===== src/design/fmia_pkg.sv =====
`default_nettype none
package fmia_pkg;

    localparam int VAL_W      = 48;
    localparam int THR_W      = 47;
    localparam int IDX_W      = 8;
    localparam int NBASIS_DEF = 64;
    localparam int S_DATA_W   = 144;
    localparam int M_DATA_W   = 48;
    localparam int PP_W       = 24;
    localparam int PROD_W     = 96;

    typedef enum logic [1:0] {
        REQ_LOAD_D = 2'd0,
        REQ_LOAD_F = 2'd1,
        REQ_INT    = 2'd2,
        REQ_READ   = 2'd3
    } req_kind_t;

    typedef enum logic [2:0] {
        IC_ALL  = 3'd0,
        IC_MMPP = 3'd1,
        IC_MNMN = 3'd2,
        IC_MM   = 3'd3,
        IC_PP   = 3'd4,
        IC_GEN  = 3'd5
    } icase_t;

    typedef enum logic [1:0] {
        SEL_M = 2'd0,
        SEL_N = 2'd1,
        SEL_P = 2'd2,
        SEL_Q = 2'd3
    } sel_t;

    typedef struct packed {
        sel_t fr;
        sel_t fc;
        sel_t dr;
        sel_t dc;
        logic half;
        logic sub;
    } upd_t;

    typedef enum logic [3:0] {
        ST_IDLE, ST_LOAD, ST_RD, ST_RDOUT, ST_CHECK, ST_FETCH,
        ST_MUL0, ST_MUL1, ST_MUL2, ST_MUL3, ST_RND, ST_ACC
    } state_t;

    typedef struct packed {
        logic       latch_in;
        logic       do_load;
        logic       rd_elem;
        logic       load_out;
        logic       chk;
        logic       fetch;
        logic       mul;
        logic [1:0] mul_idx;
        logic       rnd;
        logic       acc;
    } cmd_t;

    typedef struct packed {
        req_kind_t kind;
        logic      int_ok;
        logic      last_step;
        logic      out_busy;
    } stat_t;

    function automatic upd_t mk(sel_t fr, sel_t fc, sel_t dr, sel_t dc, logic h, logic s);
        upd_t u;
        u.fr = fr; u.fc = fc; u.dr = dr; u.dc = dc; u.half = h; u.sub = s;
        return u;
    endfunction

    function automatic logic [3:0] last_of(icase_t c);
        logic [3:0] r;
        unique case (c)
            IC_ALL:  r = 4'd0;
            IC_MMPP: r = 4'd3;
            IC_MNMN: r = 4'd5;
            IC_MM:   r = 4'd7;
            IC_PP:   r = 4'd7;
            default: r = 4'd15;
        endcase
        return r;
    endfunction

    function automatic upd_t upd_lookup(icase_t c, logic [3:0] st);
        upd_t u;
        u = mk(SEL_M, SEL_M, SEL_M, SEL_M, 1'b1, 1'b0);
        unique case (c)
            IC_ALL: u = mk(SEL_M, SEL_M, SEL_M, SEL_M, 1'b1, 1'b0);
            IC_MMPP: begin
                unique case (st[1:0])
                    2'd0: u = mk(SEL_M, SEL_M, SEL_P, SEL_P, 1'b0, 1'b0);
                    2'd1: u = mk(SEL_P, SEL_P, SEL_M, SEL_M, 1'b0, 1'b0);
                    2'd2: u = mk(SEL_M, SEL_P, SEL_M, SEL_P, 1'b1, 1'b1);
                    default: u = mk(SEL_P, SEL_M, SEL_P, SEL_M, 1'b1, 1'b1);
                endcase
            end
            IC_MNMN: begin
                unique case (st[2:0])
                    3'd0: u = mk(SEL_M, SEL_N, SEL_M, SEL_N, 1'b0, 1'b0);
                    3'd1: u = mk(SEL_M, SEL_N, SEL_N, SEL_M, 1'b1, 1'b0);
                    3'd2: u = mk(SEL_N, SEL_M, SEL_N, SEL_M, 1'b0, 1'b0);
                    3'd3: u = mk(SEL_N, SEL_M, SEL_M, SEL_N, 1'b1, 1'b0);
                    3'd4: u = mk(SEL_N, SEL_N, SEL_M, SEL_M, 1'b1, 1'b1);
                    default: u = mk(SEL_M, SEL_M, SEL_N, SEL_N, 1'b1, 1'b1);
                endcase
            end
            IC_MM: begin
                unique case (st[2:0])
                    3'd0: u = mk(SEL_M, SEL_M, SEL_P, SEL_Q, 1'b0, 1'b0);
                    3'd1: u = mk(SEL_M, SEL_M, SEL_Q, SEL_P, 1'b0, 1'b0);
                    3'd2: u = mk(SEL_P, SEL_Q, SEL_M, SEL_M, 1'b0, 1'b0);
                    3'd3: u = mk(SEL_Q, SEL_P, SEL_M, SEL_M, 1'b0, 1'b0);
                    3'd4: u = mk(SEL_M, SEL_P, SEL_M, SEL_Q, 1'b1, 1'b1);
                    3'd5: u = mk(SEL_P, SEL_M, SEL_Q, SEL_M, 1'b1, 1'b1);
                    3'd6: u = mk(SEL_M, SEL_Q, SEL_M, SEL_P, 1'b1, 1'b1);
                    default: u = mk(SEL_Q, SEL_M, SEL_P, SEL_M, 1'b1, 1'b1);
                endcase
            end
            IC_PP: begin
                unique case (st[2:0])
                    3'd0: u = mk(SEL_M, SEL_N, SEL_P, SEL_P, 1'b0, 1'b0);
                    3'd1: u = mk(SEL_N, SEL_M, SEL_P, SEL_P, 1'b0, 1'b0);
                    3'd2: u = mk(SEL_P, SEL_P, SEL_M, SEL_N, 1'b0, 1'b0);
                    3'd3: u = mk(SEL_P, SEL_P, SEL_N, SEL_M, 1'b0, 1'b0);
                    3'd4: u = mk(SEL_M, SEL_P, SEL_N, SEL_P, 1'b1, 1'b1);
                    3'd5: u = mk(SEL_P, SEL_M, SEL_P, SEL_N, 1'b1, 1'b1);
                    3'd6: u = mk(SEL_N, SEL_P, SEL_M, SEL_P, 1'b1, 1'b1);
                    default: u = mk(SEL_P, SEL_N, SEL_P, SEL_M, 1'b1, 1'b1);
                endcase
            end
            default: begin
                unique case (st)
                    4'd0:  u = mk(SEL_M, SEL_N, SEL_P, SEL_Q, 1'b0, 1'b0);
                    4'd1:  u = mk(SEL_N, SEL_M, SEL_P, SEL_Q, 1'b0, 1'b0);
                    4'd2:  u = mk(SEL_M, SEL_N, SEL_Q, SEL_P, 1'b0, 1'b0);
                    4'd3:  u = mk(SEL_N, SEL_M, SEL_Q, SEL_P, 1'b0, 1'b0);
                    4'd4:  u = mk(SEL_P, SEL_Q, SEL_M, SEL_N, 1'b0, 1'b0);
                    4'd5:  u = mk(SEL_P, SEL_Q, SEL_N, SEL_M, 1'b0, 1'b0);
                    4'd6:  u = mk(SEL_Q, SEL_P, SEL_M, SEL_N, 1'b0, 1'b0);
                    4'd7:  u = mk(SEL_Q, SEL_P, SEL_N, SEL_M, 1'b0, 1'b0);
                    4'd8:  u = mk(SEL_M, SEL_P, SEL_N, SEL_Q, 1'b1, 1'b1);
                    4'd9:  u = mk(SEL_P, SEL_M, SEL_Q, SEL_N, 1'b1, 1'b1);
                    4'd10: u = mk(SEL_N, SEL_P, SEL_M, SEL_Q, 1'b1, 1'b1);
                    4'd11: u = mk(SEL_P, SEL_N, SEL_Q, SEL_M, 1'b1, 1'b1);
                    4'd12: u = mk(SEL_M, SEL_Q, SEL_N, SEL_P, 1'b1, 1'b1);
                    4'd13: u = mk(SEL_Q, SEL_M, SEL_P, SEL_N, 1'b1, 1'b1);
                    4'd14: u = mk(SEL_N, SEL_Q, SEL_M, SEL_P, 1'b1, 1'b1);
                    default: u = mk(SEL_Q, SEL_N, SEL_P, SEL_M, 1'b1, 1'b1);
                endcase
            end
        endcase
        return u;
    endfunction

endpackage
`default_nettype wire


===== src/design/fmia_ctrl.sv =====
`default_nettype none
module fmia_ctrl (
    input  wire logic            aclk,
    input  wire logic            aresetn,
    input  wire logic            s_tvalid,
    output logic                 s_tready,
    input  wire fmia_pkg::stat_t stat,
    output fmia_pkg::cmd_t       cmd
);
    import fmia_pkg::*;

    state_t state_reg, state_next;

    always_ff @(posedge aclk) begin
        if (!aresetn) begin
            state_reg <= ST_IDLE;
        end else begin
            state_reg <= state_next;
        end
    end

    always_comb begin
        state_next = state_reg;
        cmd        = '0;
        s_tready   = 1'b0;
        unique case (state_reg)
            ST_IDLE: begin
                s_tready = 1'b1;
                if (s_tvalid) begin
                    cmd.latch_in = 1'b1;
                    unique case (stat.kind)
                        REQ_LOAD_D, REQ_LOAD_F: state_next = ST_LOAD;
                        REQ_INT:                state_next = ST_CHECK;
                        default:                state_next = ST_RD;
                    endcase
                end
            end
            ST_LOAD: begin
                cmd.do_load = 1'b1;
                state_next  = ST_IDLE;
            end
            ST_RD: begin
                cmd.rd_elem = 1'b1;
                state_next  = ST_RDOUT;
            end
            ST_RDOUT: begin
                if (!stat.out_busy) begin
                    cmd.load_out = 1'b1;
                    state_next   = ST_IDLE;
                end
            end
            ST_CHECK: begin
                cmd.chk    = 1'b1;
                state_next = stat.int_ok ? ST_FETCH : ST_IDLE;
            end
            ST_FETCH: begin
                cmd.fetch  = 1'b1;
                state_next = ST_MUL0;
            end
            ST_MUL0: begin
                cmd.mul     = 1'b1;
                cmd.mul_idx = 2'd0;
                state_next  = ST_MUL1;
            end
            ST_MUL1: begin
                cmd.mul     = 1'b1;
                cmd.mul_idx = 2'd1;
                state_next  = ST_MUL2;
            end
            ST_MUL2: begin
                cmd.mul     = 1'b1;
                cmd.mul_idx = 2'd2;
                state_next  = ST_MUL3;
            end
            ST_MUL3: begin
                cmd.mul     = 1'b1;
                cmd.mul_idx = 2'd3;
                state_next  = ST_RND;
            end
            ST_RND: begin
                cmd.rnd    = 1'b1;
                state_next = ST_ACC;
            end
            ST_ACC: begin
                cmd.acc    = 1'b1;
                state_next = stat.last_step ? ST_IDLE : ST_FETCH;
            end
            default: state_next = ST_IDLE;
        endcase
    end

endmodule
`default_nettype wire


===== config.mk =====
export PLATFORM = sky130hd
export DESIGN_NAME = fmia_ctrl
export DESIGN_NICKNAME = d
export VERILOG_FILES = /design/src/design/fmia_pkg.sv /design/src/design/fmia_ctrl.sv
export SDC_FILE = /design/constraint.sdc
export NUM_CORES = 1
export LEC_CHECK = 0
export ABC_AREA = 1
export BUFFER_PORTS_ARGS = -buffer_cell sky130_fd_sc_hd__buf_4
export CORE_AREA = 4 4 41 43
export CTS_BUF_LIST = sky130_fd_sc_hd__clkbuf_8
export DETAILED_ROUTE_END_ITERATION = 12
export DIE_AREA = 0 0 45 47
export SYNTH_ARGS = -nofsm -noshare
export SYNTH_HDL_FRONTEND = slang
export SYNTH_SLANG_ARGS = --single-unit

===== constraint.sdc =====
create_clock -name aclk -period 2.3 [get_ports aclk]
set_input_delay 0.115 -clock aclk [delete_from_list [all_inputs] [get_ports aclk]]
set_output_delay 0.115 -clock aclk [all_outputs]
set_load 0.05 [all_outputs]

# == Word-level counts from Yosys, hierarchy flattened ==
# Cells that the tools add are included.
# classes
n_eq_ne,15
muxes,18
reduce_logical,4
# op_table
cell,count
$pmux W4 S11,1
$eq A4 B3 Y1 const B,4
$eq A4 B4 Y1 const B,4
$pmux W3 S4,1
$mux W1,11
$eq A4 B2 Y1 const B,2
$mux W4,2
$mux W3,2
$pmux W3 S2,1
$eq A4 B1 Y1 const B,1
$logic_not A4 Y1,1
$ne A2 B2 Y1 const B,2
$eq A2 B1 Y1 const B,1
$eq A2 B2 Y1 const B,1
$logic_not A2 Y1,1
$reduce_and A2 Y1,1
$reduce_or A2 Y1,1
# word_totals
register_bits,4
inputBits,8

# == Longest topological paths before layout ==
# Gate-level depths: netlist of the first run.
# logic_depth
depth_word,5
mapped_depth,10
depth_no_buf,10

# == Worst setup path after synthesis of the first run ==
# Ideal clock, no wire load.
# synth_timing
path_type,reg2out
startpoint,register state_reg[2]
endpoint,output port cmd[7] in the netlist's numbering
arrival_time_ns,1.785
setup_slack_ns,0.400
stages_incl_launch_ff,5
path_buffers,0
path_cell_list,dfxtp_1 inv_1 ha_1 inv_1 nor3_1
# synth_lines
item,line_no,source
start: declaration,fmia_ctrl.sv:12,"state_t state_reg, state_next;"
start signal: assignment,fmia_ctrl.sv:18,state_reg <= state_next;
end: declaration,fmia_ctrl.sv:8,output fmia_pkg::cmd_t cmd

==> results.cfg, run 1 <==
[final_layout]
fillers = 156
area_growth_pct = 43.1
final_core_util_pct = 48.8
layout.cells.non_filler = 113
n_antenna_cell = 0
fin_nets = 111
final_cell_mix = 20 x nand2_1, 19 x buf_4, 17 x inv_1
largest_register_ffs = 4
final_common_cell = nand2_1
design_area_um2 = 636
drive_gt1_share_pct = 31.6

[global_routing]
grt_start_max_net_pins = 9
grt_overflow_total = 0
grtUsageTotal_pct = 11.8
grt_pass1_vias = 426
antenna_found_initial = 0
grt_pass1_wl_mm = 1.81

[critical_path]
crit_top_cell = inv_1
required_ns = 2.18
worst-path-buf-inv = 3
crit_path_cell_trace = inv_1 > ha_1 > inv_1 > nor3_1 > buf_4
endpoint_kind = output port
cp-start-kind = register
setup.worst_path.class = reg2out
critPathMaxFanout = 6
critPathArrivalTime_ns = 1.41
cpPeakStageDelay_ns = 0.32
crit_slowest_cell = dfxtp_1
cpLargestDelayFamily = buffers and inverters

[drt]
drc_errors = 0
wl_mm = 1.10
ant_nets = 0
detail_route.first_pass.iterations = 3
vias_per_cell = 4.47
wl_per_cell_um = 9.72
drt-initial-drc-count = 6
vias = 505

[synthesis]
synthesis.instances = 77
yosys_warnings = 0
syn_nets = 88
synth.cell_area_um2 = 444
yosysSeqAreaShare_pct = 18.0
syn_area_per_cell_um2 = 5.77
synth.ff_latch_count = 4
ys_top_cells_by_area = dfxtp_1 18%, nand2_1 17%, inv_1 14%, ha_1 8.5%, a21oi_1 6.8%
yosys.area.top_type = dfxtp_1
synth.top_cell.area_share_pct = 18.0
synth_cell_types = 18

[die]
die_y_um = 47
die_w_um = 45
coreArea_um2 = 1300
ios = 20
dieArea_um2 = 2120
start_util_pct = 34.1
rows = 13

[placement]
routabilityCongestion = 0.811
dp.cells = 110
dp_hpwl_um = 936
pre_cts_slack_ns = 0.942
placed_area_um2 = 594
place.port_buffers = 19

[run_status]
status = complete, no violations

[timing]
finalHoldViolCount = 0
max_slew.worst_pin.slew_ns = 0.289
rsz0062_at_grt = no
setup_ws_ns = 0.774
max-slew-margin-rel_pct = 80.7
fin_skew_ns = 0.00101
setup_tns_ns = 0
holdWs_ns = 0.179
fmax_mhz = 655
period_needed_ns = 1.53
period_share_pct = 66.3
slew_viol_final = 0
setup_viol = 0

[clocking]
cts_setup_buffers = 0
clk_pin_slew_ns = 0.03
cts_tree = built
cts_root_buffer = clkbuf_8
numCtsBuffers = 3
htreeDepth = 1
cts-resized-gates = 0
worstSkewPairLatency_ns = 0.21
clock_path_buffers = 2
numClockSinks = 4
cts_hold_buf = 0

[power_and_ir_drop]
total_power_uw = 437
power_density_nw_per_um2 = 687
p_leak_nw = 0.391
vdd_ir_drop_max_mv = 0.493

[run]
drv_cap = 0

[worst_hold_path]
hp-class = in2reg
## worst paths after layout
path | end | start | slack [ns] | cells after the start
worst max-delay path | cmd[7] | state_reg[2] | 0.77 | 5
worst min-delay path | state_reg[2] | aresetn | 0.18 | 3
worst max register to register | state_reg[0] | state_reg[2] | 0.93 | 7
worst min register to register | state_reg[2] | state_reg[2] | 0.49 | 2
## Yosys cell counts
library cell and instances:
a21oi_1 6, buf_6 1, dfxtp_1 4, ha_1 3, inv_1 17, inv_2 1, nand2_1 20, nand2_2 2
nand3_1 6, nand3_2 2, nand4_1 1, nor2_1 5, nor2_2 3, nor3_1 2, nor3b_1 1, o21ai_0 1
o21ai_1 1, o21ai_2 1
## report_power, final
| part | internal, mW | switching (mW) | total, mW |
|---|---|---|---|
| sequential | 0.0773 | 0.0128 | 0.0901 |
| clock | 0.111 | 0.0322 | 0.143 |
| combinational | 0.0650 | 0.138 | 0.203 |
## cell type report
| class | instances | area (um^2) | area share [%] |
|---|---|---|---|
| clock buffer | 3 | 41.3 | 6.50 |
| inverter | 18 | 67.6 | 10.6 |
| multi-input combinational | 54 | 285 | 44.9 |
| sequential | 4 | 80.1 | 12.6 |
| tap | 15 | 18.8 | 2.95 |
| timing repair buffer | 19 | 143 | 22.4 |
## kinds of logic after synthesis
| logic type | synth area share, % |
|---|---|
| fa+ha+maj | 8.45 |
| flops | 18.0 |
| compound gates | 11.0 |
| simple gates | 44.8 |
| buf+inv | 17.7 |
## layer usage
layer  part of all wire (%)  vias up  wire length, um  global-route usage (%)
li1                       -      282                -                       -
met4                      0        0                0                    5.26
met1                     48      209              529                    15.2
met2                     43       14              474                    17.8
met5                      0        -                0                       0
met3                    8.6        0               94                    3.83
## worst register-to-register path, cell delays in order, from the launching register on
cell,delay (ns)
dfxtp_1,0.35
inv_1,0.07
ha_1,0.29
nand2_2,0.14
o21ai_2,0.08
nor2_2,0.14
nand2_1,0.08
a21oi_1,0.13
Note: power is estimated with default switching activity, not from simulation.
==> run 2, diff against run 1 <==
ABC_AREA = 0   (was 1)
clock period = 1.6 ns   (was 2.3 ns; I/O delays follow)
==> results.cfg, run 2 <==
[drt]
vias = 517
wl_per_cell_um = 13.8
drt-initial-drc-count = 3
detail_route.first_pass.iterations = 4
drc_errors = 0
vias_per_cell = 5.17
ant_nets = 0
wl_mm = 1.38

[final_layout]
n_antenna_cell = 0
area_growth_pct = 68.1
final_cell_mix = 24 x buf_4, 6 x and3_1
largest_register_ffs = 4
multi_input_area_um2 = 415
final_common_cell = buf_4
drive_gt1_share_pct = 58.8
fillers = 133
register_area_um2 = 82.6
fin_nets = 98

[run]
drv_cap = 0

[critical_path]
crit_path_end = state_reg[1]
reg2reg_to = state_reg[1]
critPathArrivalTime_ns = 1.84
cp-start-kind = register
crit_start = state_reg[3]
critPathMaxFanout = 3
rrSetupSlack_ns = -0.09
rr_worst_depth = 6
r2r-start = state_reg[3]
required_ns = 1.75
setup.worst_path.class = reg2reg
endpoint_kind = register

[global_routing]
grt_overflow_total = 0
use_met3_pct = 1.15
grt_pass1_vias = 472
grtUsageTotal_pct = 13.7
use_met1_pct = 19.4
antenna_found_initial = 0
use_met2_pct = 20.6
busiest_layer = met2
grt_start_max_net_pins = 20
grt_pass1_wl_mm = 2.13

[placement]
pre_cts_slack_ns = -0.116
dp_hpwl_mm = 1.03
place.port_buffers = 19
routabilityCongestion = 0.771

[clocking]
numCtsBuffers = 3
cts_root_buffer = clkbuf_8
worstSkewPairLatency_ns = 0.21
numClockSinks = 4
htreeDepth = 1
cts_setup_buffers = 0
clock_path_buffers = 2
clk_pin_slew_ns = 0.03
cts_tree = built

[synthesis]
ys_top_cells_by_area = dfxtp_1 17%, and3_1 8.0%, ha_1 8.0%, nor3b_1 8.0%, nor2b_1 5.3%
synth-xor-area-share_pct = 0
synth.top_cell.area_share_pct = 17.0
synth_mux_area_share_pct = 2.13
synth_commonest_cells = 6 x and3_1, 5 x nor3b_1, 4 x dfxtp_1, 4 x nor2b_1
synth_fa_ha_area_share_pct = 7.98
syn_nets = 70
synth_ff_type = dfxtp_1
synthesis.instances = 59
yosysSeqAreaShare_pct = 17.0
synth_cell_types = 32
syn_area_per_cell_um2 = 7.97
synth.cell_area_um2 = 470
synth-edff-count = 0
synth_compound_area_share_pct = 17.0
synth_top_family_by_area = simple AND/OR/NAND/NOR gates
synth.ff_latch_count = 4
synth.most_common_cell = and3_1
yosys_warnings = 0
yosys.area.top_type = dfxtp_1
synth-simple-area-share_pct = 47.6
async_flop_share_pct = 0

[timing]
setup_viol = 4
slew_viol_final = 0
max_slew.worst_pin.slew_ns = 0.299
setup_ws_ns = -0.0869
fin_skew_ns = 0.000110
max-slew-margin-rel_pct = 80.0
setup_tns_ns = -0.249
period_share_pct = 105
period_needed_ns = 1.69
rsz0062_at_grt = yes
finalHoldViolCount = 0
fmax_mhz = 593

[die]
dieArea_um2 = 2120
die_y_um = 47
ios = 20
coreArea_um2 = 1300
die_w_um = 45
rows = 13
start_util_pct = 36.2

[run_status]
status = finished, violations left
violations = negative setup slack

[power_and_ir_drop]
p_leak_nw = 0.379
power_density_nw_per_um2 = 1640
vdd_ir_drop_max_mv = 0.916

[worst_hold_path]
hp-class = in2reg
-- run 2: report_power, final --
group,internal (mW),switching (mW)
sequential,0.127,0.0276
clock,0.160,0.0484
combinational,0.408,0.527
total,0.695,0.602
-- run 2: critical path, stage by stage (launching register included) --
cell and delay, ns:
dfxtp_2 0.33, inv_2 0.06, ha_4 0.26, nor2b_2 0.04, or4_4 0.55, or2_4 0.26, o21ai_2 0.12
-- run 2: worst min path at each step --
stage	startpoint	to	depth (start not counted)
after floorplan	aresetn	state_reg[1]	2
after global placement	aresetn	state_reg[0]	2
after detailed placement	aresetn	state_reg[0]	2
after CTS	aresetn	state_reg[0]	2
after global routing	aresetn	state_reg[1]	3
final	aresetn	state_reg[1]	3
-- run 2: what timing repair did --
item / in CTS / in global routing
pin swaps: 4 / 4
cloned: 0 / 0
hold buffers: 0 / 0
gates resized for setup: 4 / 7
endpoints found under the setup margin: 5 / 6
-- run 2: cells by family after synthesis --
family,Yosys count
simple gates,32
flops,4
fa+ha+maj,3
buf+inv,8
compound gates,11
mux,1
-- run 2: per-layer routing --
metal  wire [um]  up-vias
met2         672       12
met5           0        -
li1            -      272
met3          57        3
met4          27        0
met1         624      230
-- run 2: cell type report --
class	count	share of cell area [%]
Clock buffer	3	5.22
Inverter	4	1.90
Multi-Input combinational cell	47	52.5
Tap cell	15	2.37
Sequential cell	4	10.4
Timing Repair Buffer	27	27.5
-- run 2: per-stage QoR --
| stage | area [um^2] | total power [mW] | utilization [%] | hold WS, ns | std cells |
|---|---|---|---|---|---|
| 3_3_place_gp | 703 | 1.00 | 54.0 | 0.304 | 97 |
| 3_5_place_dp | 703 | 1.01 | 54.0 | 0.308 | 97 |
| 4_1_cts | 762 | 1.23 | 58.6 | 0.0862 | 100 |
| 5_1_grt | 791 | 1.39 | 60.8 | 0.0897 | 100 |
| 6_report | 791 | 1.30 | 60.8 | 0.0854 | 100 |
| 2_1_floorplan | 505 | 0.769 | - | 0.195 | 59 |
==> run 3, diff against run 2 <==
clock period = 1.54 ns   (was 1.6 ns; I/O delays follow)
==> results.cfg, run 3 (synthesized netlist as in run 2, its figures left out) <==
[run]
drv_cap = 0

[drt]
detail_route.first_pass.iterations = 3
wl_per_cell_um = 13.2
vias = 553
drt-initial-drc-count = 10
drc_errors = 0
vias_per_cell = 5.17
ant_nets = 0
wl_mm = 1.42

[worst_hold_path]
hp-class = in2reg
min_from = aresetn

[clocking]
clk_pin_slew_ns = 0.03
numClockSinks = 4
cts_root_buffer = clkbuf_8
clock_path_buffers = 2
htreeDepth = 1
numCtsBuffers = 3
worstSkewPairLatency_ns = 0.21
cts_tree = built

[timing]
setup_ws_ns = -0.126
setup_tns_ns = -0.451
finalHoldViolCount = 0
period_needed_ns = 1.67
setup_viol = 6
fmax_mhz = 600
period_share_pct = 108
max-slew-margin-rel_pct = 82.0
rsz0062_at_grt = yes
fin_skew_ns = 0.000738
max_slew.worst_pin.slew_ns = 0.266
slew_viol_final = 0

[final_layout]
n_antenna_cell = 0
final_common_cell = buf_4
area_growth_pct = 88.6
drive_gt1_share_pct = 63.0
fillers = 113
final_cell_mix = 27 x buf_4, 6 x and3_1, 5 x buf_6
fin_nets = 105
design_area_um2 = 887
largest_register_ffs = 4

[die]
die_y_um = 47
coreArea_um2 = 1300
dieArea_um2 = 2120
die_w_um = 45
start_util_pct = 36.2
rows = 13
ios = 20

[global_routing]
use_met2_pct = 22.9
use_met3_pct = 1.92
use_met1_pct = 20.6
antenna_found_initial = 0
grt_start_max_net_pins = 17
grt_pass1_wl_mm = 2.36
grtUsageTotal_pct = 15.4
grt_overflow_total = 0
grt_pass1_vias = 533
busiest_layer = met2

[critical_path]
critPathMaxFanout = 4
crit_slowest_cell = or4_4
crit_path_cell_trace = inv_4 > ha_4 > and4_4 > or4_4 > or2_4 > o32ai_2
cpLargestDelayFamily = simple AND/OR/NAND/NOR gates
crit_start = state_reg[2]
r2r-start = state_reg[2]
worst-path-buf-inv = 1
cp-start-kind = register
cpPeakStageDelay_ns = 0.50
critPathArrivalTime_ns = 1.79
setup.worst_path.class = reg2reg
endpoint_kind = register
required_ns = 1.66

[run_status]
violations = negative setup slack
status = finished, violations left

[power_and_ir_drop]
internal_power_uw = 824
clkPwrFrac_pct = 14.6
total_power_mw = 1.48
p_seq_share_pct = 10.6
p_sw_uw = 656
vdd_ir_drop_max_mv = 1.05
power_density_nw_per_um2 = 1670
combPwrFrac_pct = 74.8
p_leak_nw = 0.430
swShare_pct = 44.3

[placement]
routabilityCongestion = 0.787
place.port_buffers = 19
dp_hpwl_mm = 1.08
pre_cts_slack_ns = -0.205
placed_area_um2 = 768
run 3: changes by cell type in the layout (fill, tap and decap cells not counted), sizes merged:
cell  before  now
buf       27   34
run 3: layout make-up:
| type | instances | area (um^2) | area share (%) |
|---|---|---|---|
| clock buffer | 3 | 41.3 | 4.65 |
| inverter | 4 | 17.5 | 1.97 |
| multi-input combinational | 47 | 438 | 49.4 |
| sequential | 4 | 82.6 | 9.31 |
| tap | 15 | 18.8 | 2.12 |
| timing repair buffer | 34 | 289 | 32.6 |
run 3: path summary, 6_finish.rpt:
| check | cells after the start | endpoint | slack [ns] |
|---|---|---|---|
| worst max-delay path | 6 | state_reg[2] | -0.13 |
| worst min-delay path | 3 | state_reg[1] | 0.08 |
| worst max register to register | 6 | state_reg[2] | -0.13 |
| worst min register to register | 3 | state_reg[3] | 0.60 |
run 3: timing repair:
action                                  4_1_cts  5_1_grt
hold buffers                                  0        0
resized for setup                             8        6
pin swaps                                     4        1
setup buffers                                 2        1
gates cloned                                  0        0
endpoints found under the hold margin         0        0
endpoints found under the setup margin        5        8
run 3: routing by layer:
metal	vias to the layer above	share of wire, %
met1	254	45
met5	-	0
met4	0	0.99
met3	2	4.8
met2	11	49
li1	286	-
run 3: metrics by stage:
| stage | utilization, % | cells | hold WS [ns] |
|---|---|---|---|
| 6_report | 68.2 | 107 | 0.0814 |
| 5_1_grt | 68.2 | 107 | 0.0933 |
| 4_1_cts | 66.1 | 106 | 0.0809 |
| 3_5_place_dp | 59.0 | 101 | 0.301 |
| 3_3_place_gp | 59.0 | 101 | 0.303 |
| 2_1_floorplan | - | 59 | 0.192 |
run 3: power groups by stage:
| stage | clock (mW) | combinational (mW) | sequential [mW] |
|---|---|---|---|
| after floorplan | 0 | 0.695 | 0.156 |
| after global placement | 0 | 0.984 | 0.153 |
| after detailed placement | 0 | 0.986 | 0.156 |
| after CTS | 0.221 | 1.06 | 0.154 |
| after global routing | 0.232 | 1.19 | 0.161 |
| final | 0.216 | 1.11 | 0.156 |
run 3: worst min-delay path: cells and delay by family:
family                 cells  cell delay, ns
AO/OA/AOI/OAI              1            0.05
buffers and inverters      1            0.09
AND/OR/NAND/NOR            1            0.04
